`src/sv/rodrigues_vector_rotate_top_macros.svh`:
```
// assertion macros for the rodrigues vector rotate block
`ifndef RODRIGUES_VECTOR_ROTATE_TOP_MACROS_SVH
`define RODRIGUES_VECTOR_ROTATE_TOP_MACROS_SVH

// same-cycle implication, disabled in reset
`define RVR_ASSERT_IMP(lbl, clk, rstn, ante, cons, msg) \
    lbl: assert property (@(posedge clk) disable iff (!(rstn)) (ante) |-> (cons)) \
        else $error(msg);

// next-cycle implication, disabled in reset
`define RVR_ASSERT_NXT(lbl, clk, rstn, ante, cons, msg) \
    lbl: assert property (@(posedge clk) disable iff (!(rstn)) (ante) |=> (cons)) \
        else $error(msg);

`endif

```
`src/sv/rvr_pkg.sv`:
```
// shared types, register codes and rounding helpers for the vector rotator
`timescale 1ns / 1ps

package rvr_pkg;

    localparam int NSTAGES = 5;

    // configuration register indexes
    localparam logic [2:0] REG_AXIS_X    = 3'd0;
    localparam logic [2:0] REG_AXIS_Y    = 3'd1;
    localparam logic [2:0] REG_AXIS_Z    = 3'd2;
    localparam logic [2:0] REG_COS_ANGLE = 3'd3;
    localparam logic [2:0] REG_SIN_ANGLE = 3'd4;

    // register reset values, Q1.15
    localparam logic signed [15:0] AXIS_X_RST    = 16'sd0;
    localparam logic signed [15:0] AXIS_Y_RST    = 16'sd0;
    localparam logic signed [15:0] AXIS_Z_RST    = 16'sd32767;
    localparam logic signed [15:0] COS_ANGLE_RST = 16'sd32767;
    localparam logic signed [15:0] SIN_ANGLE_RST = 16'sd0;

    typedef struct packed {
        logic signed [15:0] axis_x;
        logic signed [15:0] axis_y;
        logic signed [15:0] axis_z;
        logic signed [15:0] cos_angle;
        logic signed [15:0] sin_angle;
    } cfg_t;

    typedef struct packed {
        logic signed [23:0] vec_x;
        logic signed [23:0] vec_y;
        logic signed [23:0] vec_z;
    } vec_t;

    typedef struct packed {
        logic signed [23:0] rot_x;
        logic signed [23:0] rot_y;
        logic signed [23:0] rot_z;
    } rot_t;

    // stage 0: raw axis-by-vector products and vector-by-cosine products
    typedef struct packed {
        logic signed [39:0] kyvz;
        logic signed [39:0] kzvy;
        logic signed [39:0] kzvx;
        logic signed [39:0] kxvz;
        logic signed [39:0] kxvy;
        logic signed [39:0] kyvx;
        logic signed [39:0] kxvx;
        logic signed [39:0] kyvy;
        logic signed [39:0] kzvz;
        logic signed [39:0] vcx;
        logic signed [39:0] vcy;
        logic signed [39:0] vcz;
    } prod_t;

    // stage 1: rounded cross product and dot product
    typedef struct packed {
        logic signed [32:0] cx;
        logic signed [32:0] cy;
        logic signed [32:0] cz;
        logic signed [33:0] d;
        logic signed [39:0] vcx;
        logic signed [39:0] vcy;
        logic signed [39:0] vcz;
    } comb_t;

    // stage 2: rounded axis-times-dot and sine term
    typedef struct packed {
        logic signed [34:0] px;
        logic signed [34:0] py;
        logic signed [34:0] pz;
        logic signed [48:0] t2x;
        logic signed [48:0] t2y;
        logic signed [48:0] t2z;
        logic signed [39:0] vcx;
        logic signed [39:0] vcy;
        logic signed [39:0] vcz;
    } scl_t;

    // stage 3: one-minus-cosine term and partial sum of the other two
    typedef struct packed {
        logic signed [52:0] t3x;
        logic signed [52:0] t3y;
        logic signed [52:0] t3z;
        logic signed [49:0] s12x;
        logic signed [49:0] s12y;
        logic signed [49:0] s12z;
    } part_t;

    // load enables of the two scale stages
    typedef struct packed {
        logic en_mul;
        logic en_sum;
    } scl_ctl_t;

    // round half up by 2^8, cross difference
    function automatic logic signed [32:0] rnd_cross(input logic signed [40:0] x);
        logic signed [40:0] t;
        begin
            t = x + 41'sd128;
            return t[40:8];
        end
    endfunction

    // round half up by 2^8, dot sum
    function automatic logic signed [33:0] rnd_dot(input logic signed [41:0] x);
        logic signed [41:0] t;
        begin
            t = x + 42'sd128;
            return t[41:8];
        end
    endfunction

    // round half up by 2^15, axis times dot
    function automatic logic signed [34:0] rnd_kd(input logic signed [49:0] x);
        logic signed [49:0] t;
        begin
            t = x + 50'sd16384;
            return t[49:15];
        end
    endfunction

    // round half up by 2^22 and saturate to Q16.8
    function automatic logic signed [23:0] rnd_sat(input logic signed [53:0] x);
        logic signed [53:0] t;
        logic signed [31:0] r;
        begin
            t = x + 54'sd2097152;
            r = t[53:22];
            if (r > 32'sd8388607) begin
                return 24'sd8388607;
            end else if (r < -32'sd8388608) begin
                return -24'sd8388608;
            end
            return r[23:0];
        end
    endfunction

endpackage

```
`src/sv/rvr_out.sv`:
```
// stage 4: final sum, rounding to Q16.8 and saturation
`timescale 1ns / 1ps

module rvr_out (
    input  logic           aclk,
    input  logic           en,
    input  rvr_pkg::part_t part,
    output rvr_pkg::rot_t  rot
);

    rvr_pkg::rot_t data_reg;
    rvr_pkg::rot_t data_next;

    logic signed [53:0] sum_x;
    logic signed [53:0] sum_y;
    logic signed [53:0] sum_z;

    // add the last term, round to 2^-8, clamp
    always_comb begin
        sum_x = 54'(part.s12x) + 54'(part.t3x);
        sum_y = 54'(part.s12y) + 54'(part.t3y);
        sum_z = 54'(part.s12z) + 54'(part.t3z);
        data_next.rot_x = rvr_pkg::rnd_sat(sum_x);
        data_next.rot_y = rvr_pkg::rnd_sat(sum_y);
        data_next.rot_z = rvr_pkg::rnd_sat(sum_z);
    end

    // output register
    always_ff @(posedge aclk) begin
        if (en) begin
            data_reg <= data_next;
        end
    end

    assign rot = data_reg;

endmodule

```
`config.mk`:
```
export PLATFORM = sky130hd
export DESIGN_NAME = rvr_out
export DESIGN_NICKNAME = d
export VERILOG_FILES = /design/src/sv/rodrigues_vector_rotate_top_macros.svh /design/src/sv/rvr_pkg.sv /design/src/sv/rvr_out.sv
export SDC_FILE = /design/constraint.sdc
export NUM_CORES = 1
export LEC_CHECK = 0
export BUFFER_PORTS_ARGS = -buffer_cell sky130_fd_sc_hd__buf_2
export CAP_MARGIN = 40
export CORE_MARGIN = 2
export CORE_UTILIZATION = 49
export CTS_CLUSTER_SIZE = 24
export DETAILED_ROUTE_END_ITERATION = 10
export HOLD_SLACK_MARGIN = 0.02
export PLACE_DENSITY = 0.82
export SLEW_MARGIN = 0
export SYNTH_ARGS = -nofsm -noshare
export SYNTH_HDL_FRONTEND = slang
export SYNTH_SLANG_ARGS = --single-unit
```
`constraint.sdc`:
```
create_clock -name aclk -period 4.24 [get_ports aclk]
set_clock_uncertainty 0.2 [all_clocks]
set_input_delay 0.424 -clock aclk [delete_from_list [all_inputs] [get_ports aclk]]
set_output_delay 0.424 -clock aclk [all_outputs]
set_load 0.02 [all_outputs]
```
# After elaboration in Yosys (flattened, before gate mapping)
# Index checks and enable logic that the tools add are counted.
# word_totals
ff_bits	72
out_inout_bits	72
inputBits	311
# op_classes
magnitude_cmp	6
mux	15
addsub	6
# op_table
operator	count
2-to-1 mux 24 bit	9
adder 50 x 53 -> 54 bit	3
adder 54 x 23 -> 54 bit (second input constant)	3
> comparator 32 x 24 -> 1 bit (second input constant)	3
< comparator 32 x 24 -> 1 bit (second input constant)	3
2-to-1 mux 1 bit	6

# Logic depth before layout (Yosys ltp)
# logic_depth
depth_word	6
ltp_mapped	16

# Worst setup path before layout
# OpenSTA, ideal clock, no wires.
# synth_timing
path_kind	input-to-reg
start	input port part[20] (netlist name)
end	register data_reg, in the netlist rot[10] (data pin)
t_required_ns	3.772
setup_time_ns	0.268
arrival_time_ns	3.632
slack_ns	0.140
n_path_buf	1
stages	14
path_cell_list	ha_1 ha_1 and3_4 nand4_1 or4_1 o211ai_2 a21oi_2 o31a_1 o21ai_0 xnor2_1 nand3_1 o41ai_2 clkbuf_1 o21ai_1
# synth_rtl
item	line	text
start: declaration	rvr_out.sv:7	input rvr_pkg::part_t part,
end signal: assignment	rvr_out.sv:31	data_reg <= data_next;
end: declaration	rvr_out.sv:11	rvr_pkg::rot_t data_reg;

==> key figures <==
Detailed routing
  – Via density: 6.01
  – WL final: approximately 40000 µm
  – DR WL/cell: ~17 µm
  – Post-route ant nets: 0
  – DR DRC count: 0
  – Number of DRC markers in iteration 0: 964
  – Detailed-route via count: 14053
  – Pre-Repair DR Iteration Count: 6

Final layout
  – Multi-input logic area: 0.0101 mm²
  – Reg area: 0.00216 mm²
  – Nets@finish: roughly 2600
  – Fraction of layout cells with a size suffix above 1: 28.4%
  – Layout area overhead: 28.0%
  – # fillers: between 2000 and 2500
  – Max reg flops: 72
  – Util after Layout: between 60 and 70%

Logic synthesis
  – Seq/Total Area, Yosys: 17.0%
  – Ys async rst share: 0%
  – Net Count, Synth: ~2100
  – Mapped Avg Cell Area: 8.34 µm²
  – Cells after synthesis: 1522
  – Yosys top cell by area: ha_1
  – Top_reg_cell synth: edfxtp_1
  – EDFF count, synth: 72
  – FF+latch count, synth: 72
  – Share of the synthesized area in the top cell type: 30.5%
  – Syn Std Cell Area: 0.0127 mm²
  – Yosys Warn Count: 0
  – Largest cells by area after synthesis: ha_1 (30%), edfxtp_1 (17%), a21oi_1 (6.0%)
  – Library cells used by synthesis: 76

Power
  – Sequential share of power: between 20% and 30%
  – Power Total: 0.00456 W
  – Internal power: 0.00259 W
  – Switching share of total power: a little over two fifths
  – P_sw: 0.00197 W
  – Pwr dens: 281 mW/mm²
  – Peak VDD IR: roughly 0.23 mV
  – Clk network pwr share: between 15 and 20%
  – Combinational share of power: 62.0%
  – Leakage power: 8.10 nW

Global routing
  – Initial antenna violation count: 1
  – Global-route wire length before repair: 61900 µm
  – Grt total ovfl: 0
  – Total GRT Usage: 28.1%
  – Largest net degree at the start of global routing: 49
  – Vias in the first global route: 13326

Timing
  – Rel. slew slack: 56.7%
  – Max-slew violations: 0
  – Crit path time final: a little over 4 ns
  – Worst-Margin Slew: 0.642 ns
  – Fmax: 247 MHz
  – Final setup vio count: 0
  – Final hold vios: 0
  – Period utilization: 95.3%
  – RSZ-0062 raised after global routing: no

Placement
  – IO Port Bufs: 382
  – Routability cong.: 0.953
  – DP Wirelength: 34200 µm

Die
  – Rows: 58
  – Die area: about 0.027 mm²
  – CORE AREA: around 0.025 mm²
  – Die H: ~160 µm
  – Initial core utilization: between 50% and 60%
  – Die W: 165 µm
  – Io pins: 383

Clock network
  – Num CTS Buffers: 9
  – Worst-path clk slew: ~0.060 ns
  – Htree depth: 3
  – Clock Tree Buf Depth: 2
  – Root buffer cell: clkbuf_16
  – Clock sinks: a little over 70
  – CTS tree: built
  – Setup Fix Bufs, Post-CTS: 0

Worst setup path
  – CP startpoint kind: input port
  – CP Data Arrival Time: 3.91 ns
  – Critical path type: in -> reg
  – Worst setup EP type: flip-flop
  – Required @ worst endpoint: about 4.1 ns
  – Worst Path Max Fanout: 14

Outcome
  – Status: complete, no violations

Job
  – Max-cap violations: 0

Min path
  – Min-Delay Path Class: in -> reg
[power by group through the flow]
stage	sequential, W	clock, W	combinational (W)
floorplan	0.00121	0	0.00155
global placement	0.00104	0	0.00269
detailed placement	0.00104	0	0.00276
CTS	0.00103	0.000709	0.00278
global route	0.00104	0.000741	0.00309
finish	0.00103	0.000703	0.00283
[area by class of cell]
type / instances / area share (%)
sequential: 72 / 13.3
multi-input combinational: 1340 / 62.5
clock buffer: 10 / 1.41
inverter: 53 / 1.22
antenna: 1 / 0.0154
clock inverter: 6 / 0.223
tap: 330 / 2.54
timing repair buffer: 525 / 18.8
[cells in the mapped netlist (all sizes together), types with 18 or more instances]
| master | instances |
|---|---|
| nor2 | 82 |
| xor2 | 42 |
| xnor2 | 48 |
| and3 | 23 |
| a31oi | 21 |
| nand4 | 48 |
| o21ai | 145 |
| a211oi | 19 |
| inv | 53 |
| o22ai | 29 |
| ha | 309 |
| edfxtp | 72 |
| a21oi | 153 |
| nand2 | 121 |
| nor3 | 21 |
| clkbuf | 47 |
| o21bai | 18 |
| nand3 | 29 |
| a21o | 52 |
[what timing repair did]
item                       CTS  global route
gates resized for setup      0            12
hold buffers                 0             0
setup endpoints to repair    0            23
[worst paths after layout]
kind  startpoint  endpoint  cells past startpoint
max     part[73]   rot[36]                     14
min           en   rot[23]                      1
[placed cells by master (no fill, tap or decap), drive strengths merged, types with 5 or more instances in the layout]
cell type    n
o31ai        7
nand4       48
o211ai      15
o2111ai      5
a211oi      19
edfxtp      72
and3        23
o22ai       29
nor3        21
or4          5
nand3       29
o21a        15
xnor2       48
ha         309
xor2        42
nand2b      10
a22oi        6
nor4        11
inv         53
clkinv       6
clkbuf      10
o21ai      145
a311oi       7
a221oi       5
a41oi        7
a31oi       21
a21o        52
o21bai      18
a21oi      153
nor2b       14
nand2      121
and2        11
nor2        82
and4         5
buf        525
[kinds of logic after synthesis]
group           after synthesis  share of synthesized area (%)
compound gates              549                           27.6
simple gates                391                           15.2
fa+ha+maj                   309                           30.5
buf+inv                     110                           3.45
xor+xnor                     90                           6.21
flops                        72                           17.0
mux                           1                         0.0789
[critical path: stages]
cell	delay, ns
buf_2	0.10
ha_1	0.28
ha_1	0.33
a21oi_1	0.18
o21ai_0	0.18
a221o_1	0.36
a31oi_1	0.25
a21oi_1	0.15
o21ai_1	0.28
a31oi_1	0.20
or4_1	0.58
a21oi_1	0.22
buf_4	0.24
o22ai_1	0.14
[stage by stage]
stage | instance area (µm²) | TNS (ns) | worst slack [ns] | instances | hold WS (ns)
floorplan | 12700 | 0 | 0.140 | 1522 | 0.336
global route | 16200 | 0 | 0.00782 | 2337 | 0.337
finish | 16200 | 0 | 0.198 | 2337 | 0.335
CTS | 16200 | 0 | 0.152 | 2336 | 0.329
global placement | 15900 | -3.02 | -0.164 | 2319 | 0.676
detailed placement | 15900 | -4.65 | -0.200 | 2320 | 0.672
[layer usage]
layer | routed length [µm] | part of all wire [%] | vias up | GRT usage, %
li1 | - | - | 6845 | -
met1 | 16600 | 42 | 6408 | 34.7
met2 | 18500 | 47 | 676 | 48.1
met3 | 2990 | 7.5 | 124 | 4.80
met4 | 1700 | 4.3 | 0 | 12.4
met5 | 0 | 0 | - | 0
Power figures use the tool's default switching activity.
