`src/sv/rodrigues_vector_rotate_top_macros.svh`:
```
// assertion macros for the rodrigues vector rotate block
`ifndef RODRIGUES_VECTOR_ROTATE_TOP_MACROS_SVH
`define RODRIGUES_VECTOR_ROTATE_TOP_MACROS_SVH

// same-cycle implication, disabled in reset
`define RVR_ASSERT_IMP(lbl, clk, rstn, ante, cons, msg) \
    lbl: assert property (@(posedge clk) disable iff (!(rstn)) (ante) |-> (cons)) \
        else $error(msg);

// next-cycle implication, disabled in reset
`define RVR_ASSERT_NXT(lbl, clk, rstn, ante, cons, msg) \
    lbl: assert property (@(posedge clk) disable iff (!(rstn)) (ante) |=> (cons)) \
        else $error(msg);

`endif

```
`src/sv/rvr_pkg.sv`:
```
// shared types, register codes and rounding helpers for the vector rotator
`timescale 1ns / 1ps

package rvr_pkg;

    localparam int NSTAGES = 5;

    // configuration register indexes
    localparam logic [2:0] REG_AXIS_X    = 3'd0;
    localparam logic [2:0] REG_AXIS_Y    = 3'd1;
    localparam logic [2:0] REG_AXIS_Z    = 3'd2;
    localparam logic [2:0] REG_COS_ANGLE = 3'd3;
    localparam logic [2:0] REG_SIN_ANGLE = 3'd4;

    // register reset values, Q1.15
    localparam logic signed [15:0] AXIS_X_RST    = 16'sd0;
    localparam logic signed [15:0] AXIS_Y_RST    = 16'sd0;
    localparam logic signed [15:0] AXIS_Z_RST    = 16'sd32767;
    localparam logic signed [15:0] COS_ANGLE_RST = 16'sd32767;
    localparam logic signed [15:0] SIN_ANGLE_RST = 16'sd0;

    typedef struct packed {
        logic signed [15:0] axis_x;
        logic signed [15:0] axis_y;
        logic signed [15:0] axis_z;
        logic signed [15:0] cos_angle;
        logic signed [15:0] sin_angle;
    } cfg_t;

    typedef struct packed {
        logic signed [23:0] vec_x;
        logic signed [23:0] vec_y;
        logic signed [23:0] vec_z;
    } vec_t;

    typedef struct packed {
        logic signed [23:0] rot_x;
        logic signed [23:0] rot_y;
        logic signed [23:0] rot_z;
    } rot_t;

    // stage 0: raw axis-by-vector products and vector-by-cosine products
    typedef struct packed {
        logic signed [39:0] kyvz;
        logic signed [39:0] kzvy;
        logic signed [39:0] kzvx;
        logic signed [39:0] kxvz;
        logic signed [39:0] kxvy;
        logic signed [39:0] kyvx;
        logic signed [39:0] kxvx;
        logic signed [39:0] kyvy;
        logic signed [39:0] kzvz;
        logic signed [39:0] vcx;
        logic signed [39:0] vcy;
        logic signed [39:0] vcz;
    } prod_t;

    // stage 1: rounded cross product and dot product
    typedef struct packed {
        logic signed [32:0] cx;
        logic signed [32:0] cy;
        logic signed [32:0] cz;
        logic signed [33:0] d;
        logic signed [39:0] vcx;
        logic signed [39:0] vcy;
        logic signed [39:0] vcz;
    } comb_t;

    // stage 2: rounded axis-times-dot and sine term
    typedef struct packed {
        logic signed [34:0] px;
        logic signed [34:0] py;
        logic signed [34:0] pz;
        logic signed [48:0] t2x;
        logic signed [48:0] t2y;
        logic signed [48:0] t2z;
        logic signed [39:0] vcx;
        logic signed [39:0] vcy;
        logic signed [39:0] vcz;
    } scl_t;

    // stage 3: one-minus-cosine term and partial sum of the other two
    typedef struct packed {
        logic signed [52:0] t3x;
        logic signed [52:0] t3y;
        logic signed [52:0] t3z;
        logic signed [49:0] s12x;
        logic signed [49:0] s12y;
        logic signed [49:0] s12z;
    } part_t;

    // load enables of the two scale stages
    typedef struct packed {
        logic en_mul;
        logic en_sum;
    } scl_ctl_t;

    // round half up by 2^8, cross difference
    function automatic logic signed [32:0] rnd_cross(input logic signed [40:0] x);
        logic signed [40:0] t;
        begin
            t = x + 41'sd128;
            return t[40:8];
        end
    endfunction

    // round half up by 2^8, dot sum
    function automatic logic signed [33:0] rnd_dot(input logic signed [41:0] x);
        logic signed [41:0] t;
        begin
            t = x + 42'sd128;
            return t[41:8];
        end
    endfunction

    // round half up by 2^15, axis times dot
    function automatic logic signed [34:0] rnd_kd(input logic signed [49:0] x);
        logic signed [49:0] t;
        begin
            t = x + 50'sd16384;
            return t[49:15];
        end
    endfunction

    // round half up by 2^22 and saturate to Q16.8
    function automatic logic signed [23:0] rnd_sat(input logic signed [53:0] x);
        logic signed [53:0] t;
        logic signed [31:0] r;
        begin
            t = x + 54'sd2097152;
            r = t[53:22];
            if (r > 32'sd8388607) begin
                return 24'sd8388607;
            end else if (r < -32'sd8388608) begin
                return -24'sd8388608;
            end
            return r[23:0];
        end
    endfunction

endpackage

```
`src/sv/rvr_comb.sv`:
```
// stage 1: cross and dot product sums with rounding
`timescale 1ns / 1ps

module rvr_comb (
    input  logic           aclk,
    input  logic           en,
    input  rvr_pkg::prod_t prod,
    output rvr_pkg::comb_t comb
);

    rvr_pkg::comb_t data_reg;
    rvr_pkg::comb_t data_next;

    logic signed [40:0] diff_x;
    logic signed [40:0] diff_y;
    logic signed [40:0] diff_z;
    logic signed [41:0] dot_sum;

    // k x v and k . v in units of 2^-23
    always_comb begin
        diff_x  = 41'(prod.kyvz) - 41'(prod.kzvy);
        diff_y  = 41'(prod.kzvx) - 41'(prod.kxvz);
        diff_z  = 41'(prod.kxvy) - 41'(prod.kyvx);
        dot_sum = 42'(prod.kxvx) + 42'(prod.kyvy) + 42'(prod.kzvz);
    end

    // round to 2^-15
    always_comb begin
        data_next.cx  = rvr_pkg::rnd_cross(diff_x);
        data_next.cy  = rvr_pkg::rnd_cross(diff_y);
        data_next.cz  = rvr_pkg::rnd_cross(diff_z);
        data_next.d   = rvr_pkg::rnd_dot(dot_sum);
        data_next.vcx = prod.vcx;
        data_next.vcy = prod.vcy;
        data_next.vcz = prod.vcz;
    end

    // stage register
    always_ff @(posedge aclk) begin
        if (en) begin
            data_reg <= data_next;
        end
    end

    assign comb = data_reg;

endmodule

```
`config.mk`:
```
export PLATFORM = sky130hd
export DESIGN_NAME = rvr_comb
export DESIGN_NICKNAME = d
export VERILOG_FILES = /design/src/sv/rodrigues_vector_rotate_top_macros.svh /design/src/sv/rvr_pkg.sv /design/src/sv/rvr_comb.sv
export SDC_FILE = /design/constraint.sdc
export NUM_CORES = 1
export LEC_CHECK = 0
export BUFFER_PORTS_ARGS = -buffer_cell sky130_fd_sc_hd__buf_2
export CORE_AREA = 2 2 290 292
export DETAILED_ROUTE_END_ITERATION = 16
export DIE_AREA = 0 0 292 294
export PLACE_DENSITY = 0.47
export SLEW_MARGIN = 15
export SYNTH_ARGS = -nofsm -noshare
export SYNTH_HDL_FRONTEND = slang
export SYNTH_SLANG_ARGS = --single-unit
```
`constraint.sdc`:
```
create_clock -name aclk -period 5.35 [get_ports aclk]
set_input_delay 0.8025 -clock aclk [delete_from_list [all_inputs] [get_ports aclk]]
set_output_delay 0.8025 -clock aclk [all_outputs]
set_load 0.02 [all_outputs]
```
-- After elaboration in Yosys (flattened, before gate mapping)
Cells that the tools add are included.
- bits in registers: 253
- add/subtract/negate cells: 9
- operators by type and width (operator ; number):
    41-bit by 9-bit adder with 41-bit output, second input constant ; 3
    40-bit by 40-bit subtractor with 41-bit output ; 3
    41-bit by 40-bit adder with 42-bit output ; 1
    42-bit by 9-bit adder with 42-bit output, second input constant ; 1
    40-bit by 40-bit adder with 41-bit output ; 1

-- Logic depth before layout (Yosys ltp)
- word-level depth: 3
- gate-level depth with buffers: 15

-- Worst setup path after synthesis
No wires, ideal clock.
- kind: in2reg
- start: input port prod[136] in the netlist's numbering
- end: register data_reg (netlist bit comb[153]) (data pin)
- cell stages on the path: 15
- setup time: 0.257 ns
- slack: 1.231 ns
- arrival time: 3.862 ns
- cell sequence: inv_1 fa_1 inv_1 ha_1 ha_1 nand4_1 nor3_1 nand3_1 a21o_1 a211oi_1 a21oi_1 o21ai_0 nand3_1 o221a_2 xor2_1
- RTL lines (element ; line ; text):
    from (decl) ; rvr_comb.sv:7 ; input rvr_pkg::prod_t prod,
    to (signal assigned) ; rvr_comb.sv:41 ; data_reg <= data_next;
    to (decl) ; rvr_comb.sv:11 ; rvr_pkg::comb_t data_reg;

==> results_dict.tcl <==
set metrics [dict create \
    antenna_found_initial 14 \
    max-cap-violations 0 \
    synth-main-ff-cell "edfxtp_1" \
    grt-ovfl-total 0 \
    synth_edf_count 253 \
    post_dp_cell_area_um2 22600 \
    synth_mux_area_share_pct 0 \
    die-area_um2 85800 \
    root_buffer "clkbuf_16" \
    cts_tree "built" \
    routed-wl-met2_um 31400 \
    synthTopCellsByArea "edfxtp_1, ha_1, inv_1" \
    worstPathArrival_ns 4.88 \
    finalMaxSlewViolations 0 \
    avgRoutedWirePerCell_um 18.4 \
    fmax_mhz 217 \
    clkSinkCount 253 \
    yosysMostFrequentCell "ha_1" \
    crit_path_max_incr_delay_ns 0.57 \
    worstPathRequired_ns 5.62 \
    p_int_mw 5.03 \
    fin_nets 3132 \
    drt_iter0_drc 550 \
    cp_slowest_cell "fa_1" \
    cts-resized-gates 0 \
    relSlewSlack_pct 39.7 \
    yosys_warnings 0 \
    hold_viol_final 0 \
    topRoutingLayerUsed "met5" \
    grt_use_total_pct 14.0 \
    combPwrFrac_pct 35.7 \
    dp_slack_ns 0.0768 \
    power_frac_seq_pct 35.2 \
    ys_seq_area_share_pct 43.4 \
    ctsLongestPathBuffers 3 \
    pwr-share-clk_pct 29.1 \
    hold_class "input pin to flop" \
    synth_compound_area_share_pct 12.4 \
    drt.antenna.violating_nets 0 \
    critPathLaunchType "input pin" \
    synth_top_area_share_pct 43.4 \
    first_pass_iters 5 \
    grt_max_degree 91 \
    synth_area_leader_cell "edfxtp_1" \
    syn_inst 1529 \
    place.gp.congestion 0.880 \
    power.total_mw 7.75 \
    yosys_register_bits 253 \
    vias 14500 \
    irDropWorstVdd_mv 0.150 \
    ios 735 \
    p_leak_nw 12.0 \
    core_area_um2 82900 \
    numCtsBuffers 34 \
    grt_pass1_vias 15200 \
    syn_area_um2 17500 \
    endpoint_kind "flop" \
    syn_to_final_growth_pct 35.2 \
    power_density_nw_per_um2 327 \
    min-delay-start "prod[45]" \
    worst_slew_pin_slew_ns 0.905 \
    fin_ws_ns 0.739 \
    io_buffers 734 \
    synth_xor_area_share_pct 5.70 \
    synth_top_family_by_area "adder cells" \
    critPathKind "input pin to flop" \
    largest_reg_flops 253 \
    cts_setup_buffers 0 \
    cp_cell_sequence "buf_2, inv_1, fa_1, inv_1, ha_1, ha_1, nand2_1, nor3_1, a21oi_1, a21o_1, a211oi_1, a21oi_1, o21ai_0, buf_4, a31o_2, a21oi_1, xnor2_1" \
    drt-met1-wl_um 25000 \
    routed_wl_um 62600 \
    sw_frac_of_total_pct 35.1 \
    start_util_pct 21.1 \
    synthAdderAreaFrac_pct 26.5 \
    setup-violations-final 0 \
    dpl.hpwl_um 53400 \
    dr_wl_met3_um 5030 \
    path_max_fanout 4 \
    crit_start "prod[128]" \
    cts_hold_buffers 0 \
    worst_path_most_repeated_cell "a21oi_1" \
    vias_per_cell 4.25 \
    p_switching_mw 2.72 \
    critPathBufInv 4 \
    rsz0062_at_grt "false" \
    htreeDepth 2 \
    drive_gt1_share_pct 34.7 \
    synth_area_per_cell_um2 11.5 \
    grt_pass1_wl_um 91400 \
    clk_pin_slew_worst_paths_ns 0.06 \
    critPathTopFamily "compound AO/OA/AOI/OAI gates" \
    fp.dieH_um 294 \
    synth_common_cells "ha_1, inv_1, edfxtp_1, a21oi_1, a21o_1" \
    row_count 106 \
    synthArstFlopShare_pct 0 \
    finalSetupTns_ns 0 \
    yosys.area_share.simple_pct 6.55 \
    yosysUniqueCellTypes 59 \
    min_period_ns 4.61 \
    period_share_pct 86.2 \
    route.detailed.drc 0 \
    status "finished, final reports clean" \
    synth_nets 2359 \
    fillers 8756 \
    chipWidth_um 292 \
    final_area_um2 23700 \
]
## stage by stage
step | std cells | util, % | hold slack, ns
after CTS | 3406 | 28.6 | 0.384
after detailed placement | 3346 | 27.3 | 0.981
after global routing | 3406 | 28.6 | 0.401
after global placement | 3346 | 27.3 | 0.978
after floorplan | 1529 | - | 0.901
final | 3408 | 28.6 | 0.440
## kinds of logic (layout without fill, tap and decap cells)
family / after synthesis / after routing
and+or+nand+nor: 227 / 227
DFF: 253 / 253
xor gates and xnor gates: 114 / 114
AOI/OAI and AO/OA: 330 / 330
other: 0 / 2
adders and majority gates: 348 / 348
buffers and inverters: 257 / 1054
## final cells by class
| type | instances | area [um^2] | share of cell area (%) |
|---|---|---|---|
| Tap cell | 1080 | 1350 | 5.70 |
| Multi-Input combinational cell | 1019 | 8960 | 37.8 |
| Sequential cell | 253 | 7600 | 32.1 |
| Antenna cell | 2 | 5.00 | 0.0211 |
| Timing Repair Buffer | 740 | 3750 | 15.8 |
| Clock inverter | 21 | 209 | 0.882 |
| Clock buffer | 39 | 870 | 3.67 |
| Inverter | 254 | 953 | 4.02 |
## path summary, 6_finish.rpt
check                        to  slack [ns]  cells after the start
worst min-delay path   comb[45]        0.44                      1
worst max-delay path  comb[151]        0.74                     17
## power by group through the flow
stage               sequential, mW  combinational (mW)  clock, mW
finish                        2.73                2.76       2.26
global placement              2.77                2.79          0
floorplan                     3.18                1.28          0
global route                  2.76                3.06       2.41
CTS                           2.74                2.82       2.36
detailed placement            2.77                2.80          0
## layer usage
metal	vias up	track usage [%]
met5	-	0
met4	22	2.90
met3	72	4.43
met2	490	25.5
met1	6862	16.0
li1	7047	-
## placed cells by master (no fill, tap or decap), types with 5 or more instances in the layout
cell       synthesis  routed
a211oi_1           7       7
a21boi_0           6       6
nor3_1            20      20
clkinv_2           0       6
o21a_1            14      14
clkbuf_1           3       5
a31oi_1           12      12
nand2b_1           9       9
and2_1            14      14
xor2_1            44      44
nor2b_1           24      24
edfxtp_1         253     253
a21oi_1          104     104
clkbuf_16          0      34
buf_2              0     733
fa_1              39      39
nor2_1            63      63
o21ai_1            5       5
a21o_1            74      74
and4_1             6       6
ha_1             309     309
xnor2_1           70      70
nand4_1           19      19
nand3_1           23      23
and3_1             5       5
o21ai_0           53      53
nand2_1           37      37
o21bai_1           6       6
inv_1            254     254
(Power assumes the default switching activity.)
